--- src/rtl/core/iscm_pkg.sv ---
// Package with shared types, constants and codes of the intercom station call manager.
`default_nettype none
package iscm_pkg;
    localparam int STATIONS_DEF = 64;
    localparam logic [7:0] ESC_RESET = 8'd30;
    localparam logic [7:0] OFF_RESET = 8'd20;

    localparam logic [2:0] OP_POLL   = 3'd0;
    localparam logic [2:0] OP_REPLY  = 3'd1;
    localparam logic [2:0] OP_TICK   = 3'd2;
    localparam logic [2:0] OP_ANSWER = 3'd3;
    localparam logic [2:0] OP_END    = 3'd4;
    localparam logic [2:0] OP_HOLD   = 3'd5;
    localparam logic [2:0] OP_RESUME = 3'd6;

    localparam logic [2:0] RK_POLL  = 3'd0;
    localparam logic [2:0] RK_TALK  = 3'd2;
    localparam logic [2:0] RK_HOLD  = 3'd3;
    localparam logic [2:0] RK_END   = 3'd4;
    localparam logic [2:0] RK_ALARM = 3'd5;
    localparam logic [2:0] RK_EVENT = 3'd6;

    localparam logic [7:0] FC_NORMAL = 8'd0;
    localparam logic [7:0] FC_CALL   = 8'd1;
    localparam logic [7:0] FC_TALK   = 8'd2;
    localparam logic [7:0] FC_HOLD   = 8'd3;

    localparam logic [1:0] PH_NORMAL = 2'd0;
    localparam logic [1:0] PH_QUEUED = 2'd1;
    localparam logic [1:0] PH_TALK   = 2'd2;
    localparam logic [1:0] PH_HOLD   = 2'd3;

    localparam int REG_ESC = 0;
    localparam int REG_OFF = 1;

    // Per-station record: phase, online, age, version, queued, wait, escalated.
    typedef struct packed {
        logic [1:0] phase;
        logic       online;
        logic [7:0] age;
        logic [7:0] version;
        logic       queued;
        logic [7:0] wait_s;
        logic       esc;
    } t_entry;

    localparam int ENTRY_W = $bits(t_entry);
endpackage
`default_nettype wire

--- src/rtl/core/iscm_ram.sv ---
// Generic simple dual-port RAM (one write port, one read port) with registered read.
`default_nettype none
module iscm_ram #(
    parameter int WIDTH = 8,
    parameter int DEPTH = 64
) (
    input  wire logic                     i_clk,
    input  wire logic                     i_we,
    input  wire logic [$clog2(DEPTH)-1:0] i_waddr,
    input  wire logic [WIDTH-1:0]         i_wdata,
    input  wire logic [$clog2(DEPTH)-1:0] i_raddr,
    output logic      [WIDTH-1:0]         o_rdata
);
    logic [WIDTH-1:0] r_mem [DEPTH];

    always_ff @(posedge i_clk) begin
        if (i_we) begin
            r_mem[i_waddr] <= i_wdata;
        end
        o_rdata <= r_mem[i_raddr];
    end
endmodule
`default_nettype wire

--- src/rtl/core/intercom_station_call_manager.sv ---
// Top level of the intercom station call manager.
// An input beat on the s_axis channel carries one command: poll, station reply,
// second tick, answer, end call, hold or resume. Results leave on m_axis, one beat
// each, with tlast on the final beat caused by a command; many commands give none.
// Station records sit in one RAM, one word per station, walked by a small sequencer.
// A command on one station steps through read, wait, exec and out before the next beat is accepted.
// A second tick walks every station in turn, each through exec and out; an event
// found while an earlier one is still pending stays in exec until that one is sent.
// While busy the block holds s_axis_tready low; a stalled m_axis holds the walk.
// After reset a clearing pass writes every RAM word, during which no command
// is taken; APB writes are taken at any time.
// The two APB registers, escalation_secs and offline_secs, sit at 0x0 and 0x4.
`default_nettype none
module intercom_station_call_manager #(
    parameter int STATIONS = iscm_pkg::STATIONS_DEF
) (
    input  wire logic        i_clk,
    input  wire logic        i_rst_n,
    input  wire logic        s_axis_tvalid,
    output logic             s_axis_tready,
    // [2:0] operation, [10:3] station_address, [18:11] function_code,
    // [26:19] sw_version, [27] is_master, zero fill to 32
    input  wire logic [31:0] s_axis_tdata,
    output logic             m_axis_tvalid,
    input  wire logic        m_axis_tready,
    // [2:0] result_kind, [9:3] target_station, [10] went_offline,
    // [11] call_escalated, [12] alarm_cleared, [19:13] queue_count,
    // [20] call_active, [21] call_on_hold, zero fill to 24
    output logic      [23:0] m_axis_tdata,
    output logic             m_axis_tlast,
    input  wire logic        psel,
    input  wire logic        penable,
    input  wire logic        pwrite,
    input  wire logic [2:0]  paddr,
    input  wire logic [31:0] pwdata,
    output logic      [31:0] prdata,
    output logic             pready
);
    localparam int AW = $clog2(STATIONS);

    typedef enum logic [6:0] {
        ST_CLEAR = 7'b0000001,
        ST_IDLE  = 7'b0000010,
        ST_READ  = 7'b0000100,
        ST_WAIT  = 7'b0001000,
        ST_EXEC  = 7'b0010000,
        ST_OUT   = 7'b0100000,
        ST_NEXT  = 7'b1000000
    } t_state;

    t_state r_state, n_state;
    logic [7:0] r_esc, r_off;
    logic [2:0] r_op;
    logic [7:0] r_addr, r_fc, r_ver;
    logic       r_master;
    logic [AW-1:0] r_idx, n_idx;
    logic [6:0] r_next_poll, n_next_poll;
    logic [6:0] r_act_st, n_act_st;
    logic       r_act, n_act, r_hold, n_hold;
    logic [6:0] r_qtot, n_qtot;
    logic       r_pend, n_pend;
    logic [23:0] r_pdata, n_pdata;
    logic        r_ovalid, n_ovalid, r_olast, n_olast;
    logic [23:0] r_odata, n_odata;

    iscm_pkg::t_entry rd_e, wr_e;
    logic             we;
    logic [AW-1:0]    waddr, raddr;
    logic [iscm_pkg::ENTRY_W-1:0] rdata;

    iscm_ram #(.WIDTH(iscm_pkg::ENTRY_W), .DEPTH(STATIONS)) u_ram (
        .i_clk(i_clk), .i_we(we), .i_waddr(waddr), .i_wdata(wr_e),
        .i_raddr(raddr), .o_rdata(rdata)
    );
    assign rd_e = iscm_pkg::t_entry'(rdata);

    wire cfg_wr = psel && penable && pwrite;
    assign pready = 1'b1;
    always_comb begin
        prdata = 32'd0;
        case (paddr[2])
            1'b0:    prdata = {24'd0, r_esc};
            default: prdata = {24'd0, r_off};
        endcase
    end

    wire in_acc = s_axis_tvalid && s_axis_tready;
    assign s_axis_tready = (r_state == ST_IDLE);
    assign m_axis_tvalid = r_ovalid;
    assign m_axis_tdata  = r_odata;
    assign m_axis_tlast  = r_olast;
    wire out_free = !r_ovalid || m_axis_tready;

    wire addr_ok = (r_addr >= 8'd1) && (r_addr <= 8'(STATIONS));
    wire act_ok  = r_act && (r_act_st >= 7'd1) && (r_act_st <= 7'(STATIONS));
    wire [6:0] poll_s = ((r_next_poll >= 7'd1) && (r_next_poll <= 7'(STATIONS)))
                        ? r_next_poll : 7'd1;
    wire [AW-1:0] addr_i = AW'(r_addr - 8'd1);
    wire [AW-1:0] act_i  = AW'(r_act_st - 7'd1);
    wire [AW-1:0] poll_i = AW'(poll_s - 7'd1);
    wire last_idx = (r_idx == AW'(STATIONS - 1));

    function automatic logic [23:0] pack(input logic [2:0] k, input logic [6:0] t,
                                         input logic off, input logic esc,
                                         input logic clr);
        return {2'b00, 1'b0, 1'b0, 7'd0, clr, esc, off, t, k};
    endfunction

    logic [7:0] age_n, wait_n;
    logic off_ev, esc_ev;

    always_comb begin
        n_state = r_state; n_idx = r_idx; n_next_poll = r_next_poll;
        n_act_st = r_act_st; n_act = r_act; n_hold = r_hold; n_qtot = r_qtot;
        n_pend = r_pend; n_pdata = r_pdata;
        n_ovalid = r_ovalid && !m_axis_tready; n_olast = r_olast; n_odata = r_odata;
        we = 1'b0; waddr = r_idx; wr_e = rd_e; raddr = r_idx;
        age_n = (rd_e.age == 8'hFF) ? rd_e.age : rd_e.age + 8'd1;
        wait_n = (rd_e.wait_s == 8'hFF) ? rd_e.wait_s : rd_e.wait_s + 8'd1;
        off_ev = r_master && rd_e.online && (age_n > r_off);
        esc_ev = rd_e.queued && !rd_e.esc && (wait_n >= r_esc);
        case (r_state)
            ST_CLEAR: begin
                we = 1'b1; wr_e = '0;
                n_idx = r_idx + AW'(1);
                if (last_idx) begin
                    n_state = ST_IDLE;
                end
            end
            ST_IDLE: begin
                n_pend = 1'b0;
                if (in_acc) begin
                    n_state = ST_READ;
                end
            end
            ST_READ: begin
                n_state = ST_WAIT;
                case (r_op)
                    iscm_pkg::OP_POLL:   n_idx = poll_i;
                    iscm_pkg::OP_TICK:   n_idx = '0;
                    iscm_pkg::OP_REPLY,
                    iscm_pkg::OP_ANSWER: n_idx = addr_i;
                    default:             n_idx = act_i;
                endcase
                raddr = n_idx;
            end
            ST_WAIT: begin
                n_state = ST_EXEC;
            end
            ST_EXEC: begin
                n_state = ST_OUT;
                case (r_op)
                    iscm_pkg::OP_POLL: if (r_master) begin
                        n_next_poll = (poll_s >= 7'(STATIONS)) ? 7'd1 : poll_s + 7'd1;
                        n_pend = 1'b1;
                        n_pdata = pack({1'b0, rd_e.phase}, poll_s, 1'b0, 1'b0, 1'b0);
                    end
                    iscm_pkg::OP_REPLY: if (addr_ok) begin
                        we = 1'b1;
                        wr_e.online = 1'b1; wr_e.age = '0; wr_e.version = r_ver;
                        case (r_fc)
                            iscm_pkg::FC_NORMAL: wr_e.phase = iscm_pkg::PH_NORMAL;
                            iscm_pkg::FC_CALL: begin
                                wr_e.phase = iscm_pkg::PH_QUEUED;
                                if (!rd_e.queued) begin
                                    wr_e.queued = 1'b1; wr_e.wait_s = '0; wr_e.esc = 1'b0;
                                    if (r_qtot < 7'd127) n_qtot = r_qtot + 7'd1;
                                    n_pend = 1'b1;
                                    n_pdata = pack(iscm_pkg::RK_ALARM, r_addr[6:0],
                                                   1'b0, 1'b0, 1'b0);
                                end
                            end
                            iscm_pkg::FC_TALK: wr_e.phase = iscm_pkg::PH_TALK;
                            iscm_pkg::FC_HOLD: wr_e.phase = iscm_pkg::PH_HOLD;
                            default: ;
                        endcase
                    end
                    iscm_pkg::OP_TICK: begin
                        we = 1'b1;
                        wr_e.age = age_n;
                        if (off_ev) wr_e.online = 1'b0;
                        if (rd_e.queued && !rd_e.esc) begin
                            wr_e.wait_s = wait_n;
                            if (esc_ev) wr_e.esc = 1'b1;
                        end
                        if (off_ev || esc_ev) begin
                            n_pend = 1'b1;
                            n_pdata = pack(iscm_pkg::RK_EVENT, 7'(r_idx) + 7'd1,
                                           off_ev, esc_ev, 1'b0);
                        end
                    end
                    iscm_pkg::OP_ANSWER: if (r_master && addr_ok && rd_e.queued) begin
                        we = 1'b1;
                        wr_e.phase = iscm_pkg::PH_TALK; wr_e.queued = 1'b0;
                        wr_e.wait_s = '0; wr_e.esc = 1'b0;
                        n_act_st = r_addr[6:0]; n_act = 1'b1;
                        if (r_qtot > 7'd0) n_qtot = r_qtot - 7'd1;
                        n_pend = 1'b1;
                        n_pdata = pack(iscm_pkg::RK_TALK, r_addr[6:0], 1'b0, 1'b0, 1'b1);
                    end
                    iscm_pkg::OP_END: if (r_master && act_ok) begin
                        we = 1'b1;
                        wr_e.phase = iscm_pkg::PH_NORMAL; wr_e.wait_s = '0; wr_e.esc = 1'b0;
                        n_act = 1'b0; n_hold = 1'b0; n_act_st = '0;
                        n_pend = 1'b1;
                        n_pdata = pack(iscm_pkg::RK_END, r_act_st, 1'b0, 1'b0, 1'b1);
                    end
                    iscm_pkg::OP_HOLD: if (r_master && act_ok) begin
                        we = 1'b1; wr_e.phase = iscm_pkg::PH_HOLD; n_hold = 1'b1;
                        n_pend = 1'b1;
                        n_pdata = pack(iscm_pkg::RK_HOLD, r_act_st, 1'b0, 1'b0, 1'b0);
                    end
                    iscm_pkg::OP_RESUME: if (r_master && act_ok && r_hold) begin
                        we = 1'b1; wr_e.phase = iscm_pkg::PH_TALK; n_hold = 1'b0;
                        n_pend = 1'b1;
                        n_pdata = pack(iscm_pkg::RK_TALK, r_act_st, 1'b0, 1'b0, 1'b0);
                    end
                    default: ;
                endcase
                if (r_op == iscm_pkg::OP_TICK && r_pend && (off_ev || esc_ev)) begin
                    // A later event exists, so the pending one is not the last beat.
                    n_pend = r_pend; n_pdata = r_pdata;
                    n_state = ST_EXEC; we = 1'b0;
                    if (out_free) begin
                        n_ovalid = 1'b1; n_olast = 1'b0;
                        n_odata = r_pdata;
                        n_odata[21:13] = {r_hold, r_act, r_qtot};
                        n_pend = 1'b0;
                    end
                end
            end
            ST_OUT: begin
                if (r_op == iscm_pkg::OP_TICK && !last_idx) begin
                    n_state = ST_NEXT;
                    n_idx = r_idx + AW'(1);
                    raddr = n_idx;
                end else if (!r_pend) begin
                    n_state = ST_IDLE;
                end else if (out_free) begin
                    n_ovalid = 1'b1; n_olast = 1'b1;
                    n_odata = r_pdata;
                    n_odata[21:13] = {r_hold, r_act, r_qtot};
                    n_pend = 1'b0;
                    n_state = ST_IDLE;
                end
            end
            ST_NEXT: begin
                n_state = ST_EXEC;
            end
            default: n_state = ST_IDLE;
        endcase
    end

    always_ff @(posedge i_clk) begin
        if (!i_rst_n) begin
            r_state <= ST_CLEAR; r_idx <= '0; r_next_poll <= 7'd1;
            r_act_st <= '0; r_act <= 1'b0; r_hold <= 1'b0; r_qtot <= '0;
            r_pend <= 1'b0; r_ovalid <= 1'b0; r_olast <= 1'b0;
            r_esc <= iscm_pkg::ESC_RESET; r_off <= iscm_pkg::OFF_RESET;
        end else begin
            r_state <= n_state; r_idx <= n_idx; r_next_poll <= n_next_poll;
            r_act_st <= n_act_st; r_act <= n_act; r_hold <= n_hold; r_qtot <= n_qtot;
            r_pend <= n_pend; r_ovalid <= n_ovalid; r_olast <= n_olast;
            if (cfg_wr && paddr == 3'(4 * iscm_pkg::REG_ESC)) r_esc <= pwdata[7:0];
            if (cfg_wr && paddr == 3'(4 * iscm_pkg::REG_OFF)) r_off <= pwdata[7:0];
        end
    end

    always_ff @(posedge i_clk) begin
        r_pdata <= n_pdata;
        r_odata <= n_odata;
        if (in_acc) begin
            r_op <= s_axis_tdata[2:0]; r_addr <= s_axis_tdata[10:3];
            r_fc <= s_axis_tdata[18:11]; r_ver <= s_axis_tdata[26:19];
            r_master <= s_axis_tdata[27];
        end
    end
endmodule
`default_nettype wire
--- config.mk ---
export PLATFORM = sky130hd
export DESIGN_NAME = intercom_station_call_manager
export DESIGN_NICKNAME = d
export VERILOG_FILES = /design/src/rtl/core/iscm_pkg.sv /design/src/rtl/core/iscm_ram.sv /design/src/rtl/core/intercom_station_call_manager.sv
export SDC_FILE = /design/constraint.sdc
export NUM_CORES = 2
export LEC_CHECK = 0
export BUFFER_PORTS_ARGS = -buffer_cell sky130_fd_sc_hd__buf_4
export CAP_MARGIN = 40
export CORE_MARGIN = 2
export CORE_UTILIZATION = 62
export DETAILED_ROUTE_END_ITERATION = 7
export MAX_ROUTING_LAYER = met4
export PLACE_DENSITY = 0.79
export SETUP_SLACK_MARGIN = 0.02
export SYNTH_ARGS = -nofsm -noshare
export SYNTH_HDL_FRONTEND = slang
export SYNTH_SLANG_ARGS = --single-unit
--- constraint.sdc ---
create_clock -name i_clk -period 8.1 [get_ports i_clk]
set_input_delay 1.62 -clock i_clk [delete_from_list [all_inputs] [get_ports i_clk]]
set_output_delay 1.62 -clock i_clk [all_outputs]
set_load 0.02 [all_outputs]
==> impl_metrics.json <==
{
  "dieHeight_um": 316,
  "slowest_stage": "a22oi_1",
  "wl_met3_um": 20300,
  "synthTopCellsByCount": "edfxtp_1, nand2_1, nand3_1",
  "multi_input_comb_area_um2": 15500,
  "nets": 4859,
  "syn_area_um2": 60200,
  "initial_core_util_pct": 62.4,
  "yosys_warnings": 0,
  "syn_inst": 4679,
  "gp_congestion": 0.954,
  "die_w_um": 316,
  "ys_ff_latch": 1475,
  "relSlewSlack_pct": 15.6,
  "core_area_um2": 96400,
  "yosysUniqueCellTypes": 82,
  "min_path_type": "reg2reg",
  "post_cts_buffers": 0,
  "antenna_found_initial": 6,
  "pwr-share-comb_pct": 16.5,
  "cts_tree": "yes",
  "post_cts_resized": 0,
  "crit_fanout": 38,
  "synthTopCellsByArea": "edfxtp_1, nand2_1, nand3_1",
  "clkSinkCount": 1475,
  "p_per_area_nw_per_um2": 278,
  "dp.cells": 5883,
  "power_frac_clock_pct": 35.4,
  "grt_pass1_wl_um": 238000,
  "synthSimpleGateAreaFrac_pct": 15.2,
  "io_pins": 134,
  "switchingPower_mw": 5.29,
  "dpl.hpwl_um": 91400,
  "rows": 114,
  "drtAntennaViolNets": 0,
  "swShare_pct": 28.1,
  "arrival_ns": 6.95,
  "root_buffer": "clkbuf_16",
  "viasPerCell": 6.55,
  "timing.rr.start": "r_op[0]",
  "grt_setup_unrepaired": "no",
  "p_int_mw": 13.5,
  "setup_tns_ns": 0,
  "irDropWorstVdd_uv": 173,
  "ys.flop_type": "edfxtp_1",
  "synthXorXnorAreaFrac_pct": 0.335,
  "post-route-util_pct": 70.0,
  "top_layer_used": "met4",
  "finalCritPeriodShare_pct": 77.3,
  "dr.pass1.iters": 8,
  "hold_buffers": 0,
  "wl_met1_um": 57800,
  "overflow": 0,
  "fp.dieArea_um2": 99600,
  "async_reset_ff_share_pct": 0,
  "max_freq_mhz": 160,
  "synth_top_area_share_pct": 69.8,
  "register_area_um2": 43500,
  "ys_seq_area_share_pct": 72.3,
  "n_fill_cell": 6102,
  "r2r_slack_ns": 1.84,
  "path_buf_inv": 2,
  "worstMarginPinSlew_ns": 1.27,
  "finalMaxSlewViolations": 0,
  "syn_to_final_growth_pct": 12.1,
  "r2r_end": "u_ram.o_rdata[24]",
  "fin_cells": 6163,
  "cap_violations": 0,
  "wl_met2_um": 75000,
  "fin_crit_ns": 6.26,
  "path_clk_slew_ns": 0.06,
  "seqPwrFrac_pct": 48.1,
  "yosysMostFrequentCell": "edfxtp_1",
  "path_cells": "buf_4 > nor2b_1 > a22oi_1 > and2_1 > ha_1 > or4_1 > nand3_1 > or2_4 > nor2_4 > buf_4 > a32oi_1 > nand3_1 > a22oi_1 > and4_1",
  "cp-end-kind": "register",
  "cts_made_buffers": 145,
  "grt_pass1_vias": 38400,
  "hp-start": "r_pdata[7]",
  "hold_depth": 0,
  "drt_iter0_drc": 6690,
  "yosys.area.top_type": "edfxtp_1",
  "routedWlPerCell_um": 26.4,
  "skew_ns": 0.0330,
  "clkLatencyLatePin_ns": 0.77,
  "p_total_mw": 18.8,
  "routed_wl_um": 162000,
  "synth_edf_count": 1399,
  "worst-r2r-cell-count": 14,
  "required_ns": 8.79,
  "synth_compound_area_share_pct": 6.88,
  "synth_fa_ha_area_share_pct": 0.574,
  "grt_max_degree": 173,
  "crit_family": "simple AND/OR/NAND/NOR gates",
  "syn_avg_cell_area_um2": 12.9,
  "setup_viol": 0,
  "p_leak_nw": 23.3,
  "worst-setup-path-type": "reg2reg",
  "grt_use_total_pct": 33.5,
  "drc": 0,
  "synth_top_family_by_area": "simple AND/OR/NAND/NOR gates",
  "cts_max_path_buffers": 3,
  "htreeDepth": 4,
  "min_to": "m_axis_tdata[7]",
  "portBuffers": 70,
  "drive_above_1_share_pct": 11.5,
  "cp-start-kind": "register",
  "status": "complete, no violations",
  "max_stage_delay_ns": 0.95,
  "synth.area.mux_share_pct": 1.82,
  "routed-via-count": 40400,
  "finalHoldViolCount": 0
}
[layout by cell type (no fill, tap or decap), drive strengths merged, types with 84 or more instances in the layout]
| master | instances |
|---|---|
| nand3 | 482 |
| nand2 | 1183 |
| a32oi | 88 |
| a21oi | 198 |
| buf | 229 |
| nor3 | 84 |
| clkbuf | 182 |
| nor2 | 107 |
| o21ai | 92 |
| edfxtp | 1399 |
| mux2i | 105 |
[state kept, by name (all words and copies together) (netlist names), 3 cells and up]
| register | count |
|---|---|
| r_act_st | 7 |
| r_esc | 8 |
| r_addr | 8 |
| u_ram.r_mem | 1344 |
| r_pdata | 13 |
| r_off | 8 |
| r_next_poll | 7 |
| m_axis_tdata | 22 |
| r_state | 7 |
| r_fc | 8 |
| r_idx | 6 |
| u_ram.o_rdata | 21 |
| r_op | 3 |
| r_qtot | 7 |
[worst max-delay path by stage]
stage                           from           endpoint  slack (ns)  cells after the start
after CTS                    r_op[0]  u_ram.o_rdata[27]        1.91                     15
after detailed placement     r_op[0]  u_ram.o_rdata[27]        1.95                     15
after global routing         r_op[0]   u_ram.o_rdata[5]        1.81                     16
final                        r_op[0]  u_ram.o_rdata[24]        1.84                     14
after global placement       r_op[0]   u_ram.o_rdata[8]        2.05                     16
after floorplan           r_state[0]  u_ram.r_mem[0][1]        1.96                      7
[worst reg2reg max path, delay by kind of cell, from the launching register on]
kind | cells | cell delay, ns
AOI/OAI and AO/OA | 3 | 1.60
adders and majority gates | 1 | 0.28
DFF | 1 | 0.68
buffers and inverters | 2 | 0.75
and+or+nand+nor | 8 | 2.90
[cell families after synthesis]
group / after synthesis
simple gates: 2063
fa+ha+maj: 27
buf+inv: 355
xor+xnor: 23
other cells: 2
mux: 109
flops: 1475
compound gates: 625
[power by group through the flow]
stage | clock [mW] | combinational, mW | sequential, mW
global route | 6.97 | 3.29 | 9.04
CTS | 6.67 | 3.02 | 9.02
floorplan | 0 | 1.92 | 9.13
global placement | 0 | 2.87 | 9.17
finish | 6.64 | 3.10 | 9.04
detailed placement | 0 | 2.99 | 9.18
[per-stage QoR]
| stage | setup WS [ns] | hold WS (ns) | cell area [µm²] |
|---|---|---|---|
| 3_5_place_dp | 1.95 | 0.405 | 62700 |
| 6_report | 1.84 | 0.417 | 67500 |
| 2_1_floorplan | 1.96 | 0.400 | 60300 |
| 5_1_grt | 1.81 | 0.422 | 67500 |
| 3_3_place_gp | 2.05 | 0.402 | 62400 |
| 4_1_cts | 1.91 | 0.418 | 67400 |
[metal layers]
layer | track usage [%] | vias up
met4 | 17.7 | 0
met5 | - | -
li1 | - | 17500
met2 | 50.5 | 2770
met3 | 7.48 | 487
met1 | 42.9 | 19600
[final cells by class]
type | instances | area share [%]
Antenna cell | 8 | 0.0297
Clock buffer | 181 | 5.80
Clock inverter | 87 | 1.18
Inverter | 30 | 0.167
Multi-Input combinational cell | 2874 | 23.0
Sequential cell | 1475 | 64.5
Tap cell | 1276 | 2.37
Timing Repair Buffer | 232 | 2.93
Note: power is estimated with default switching activity, not from simulation.
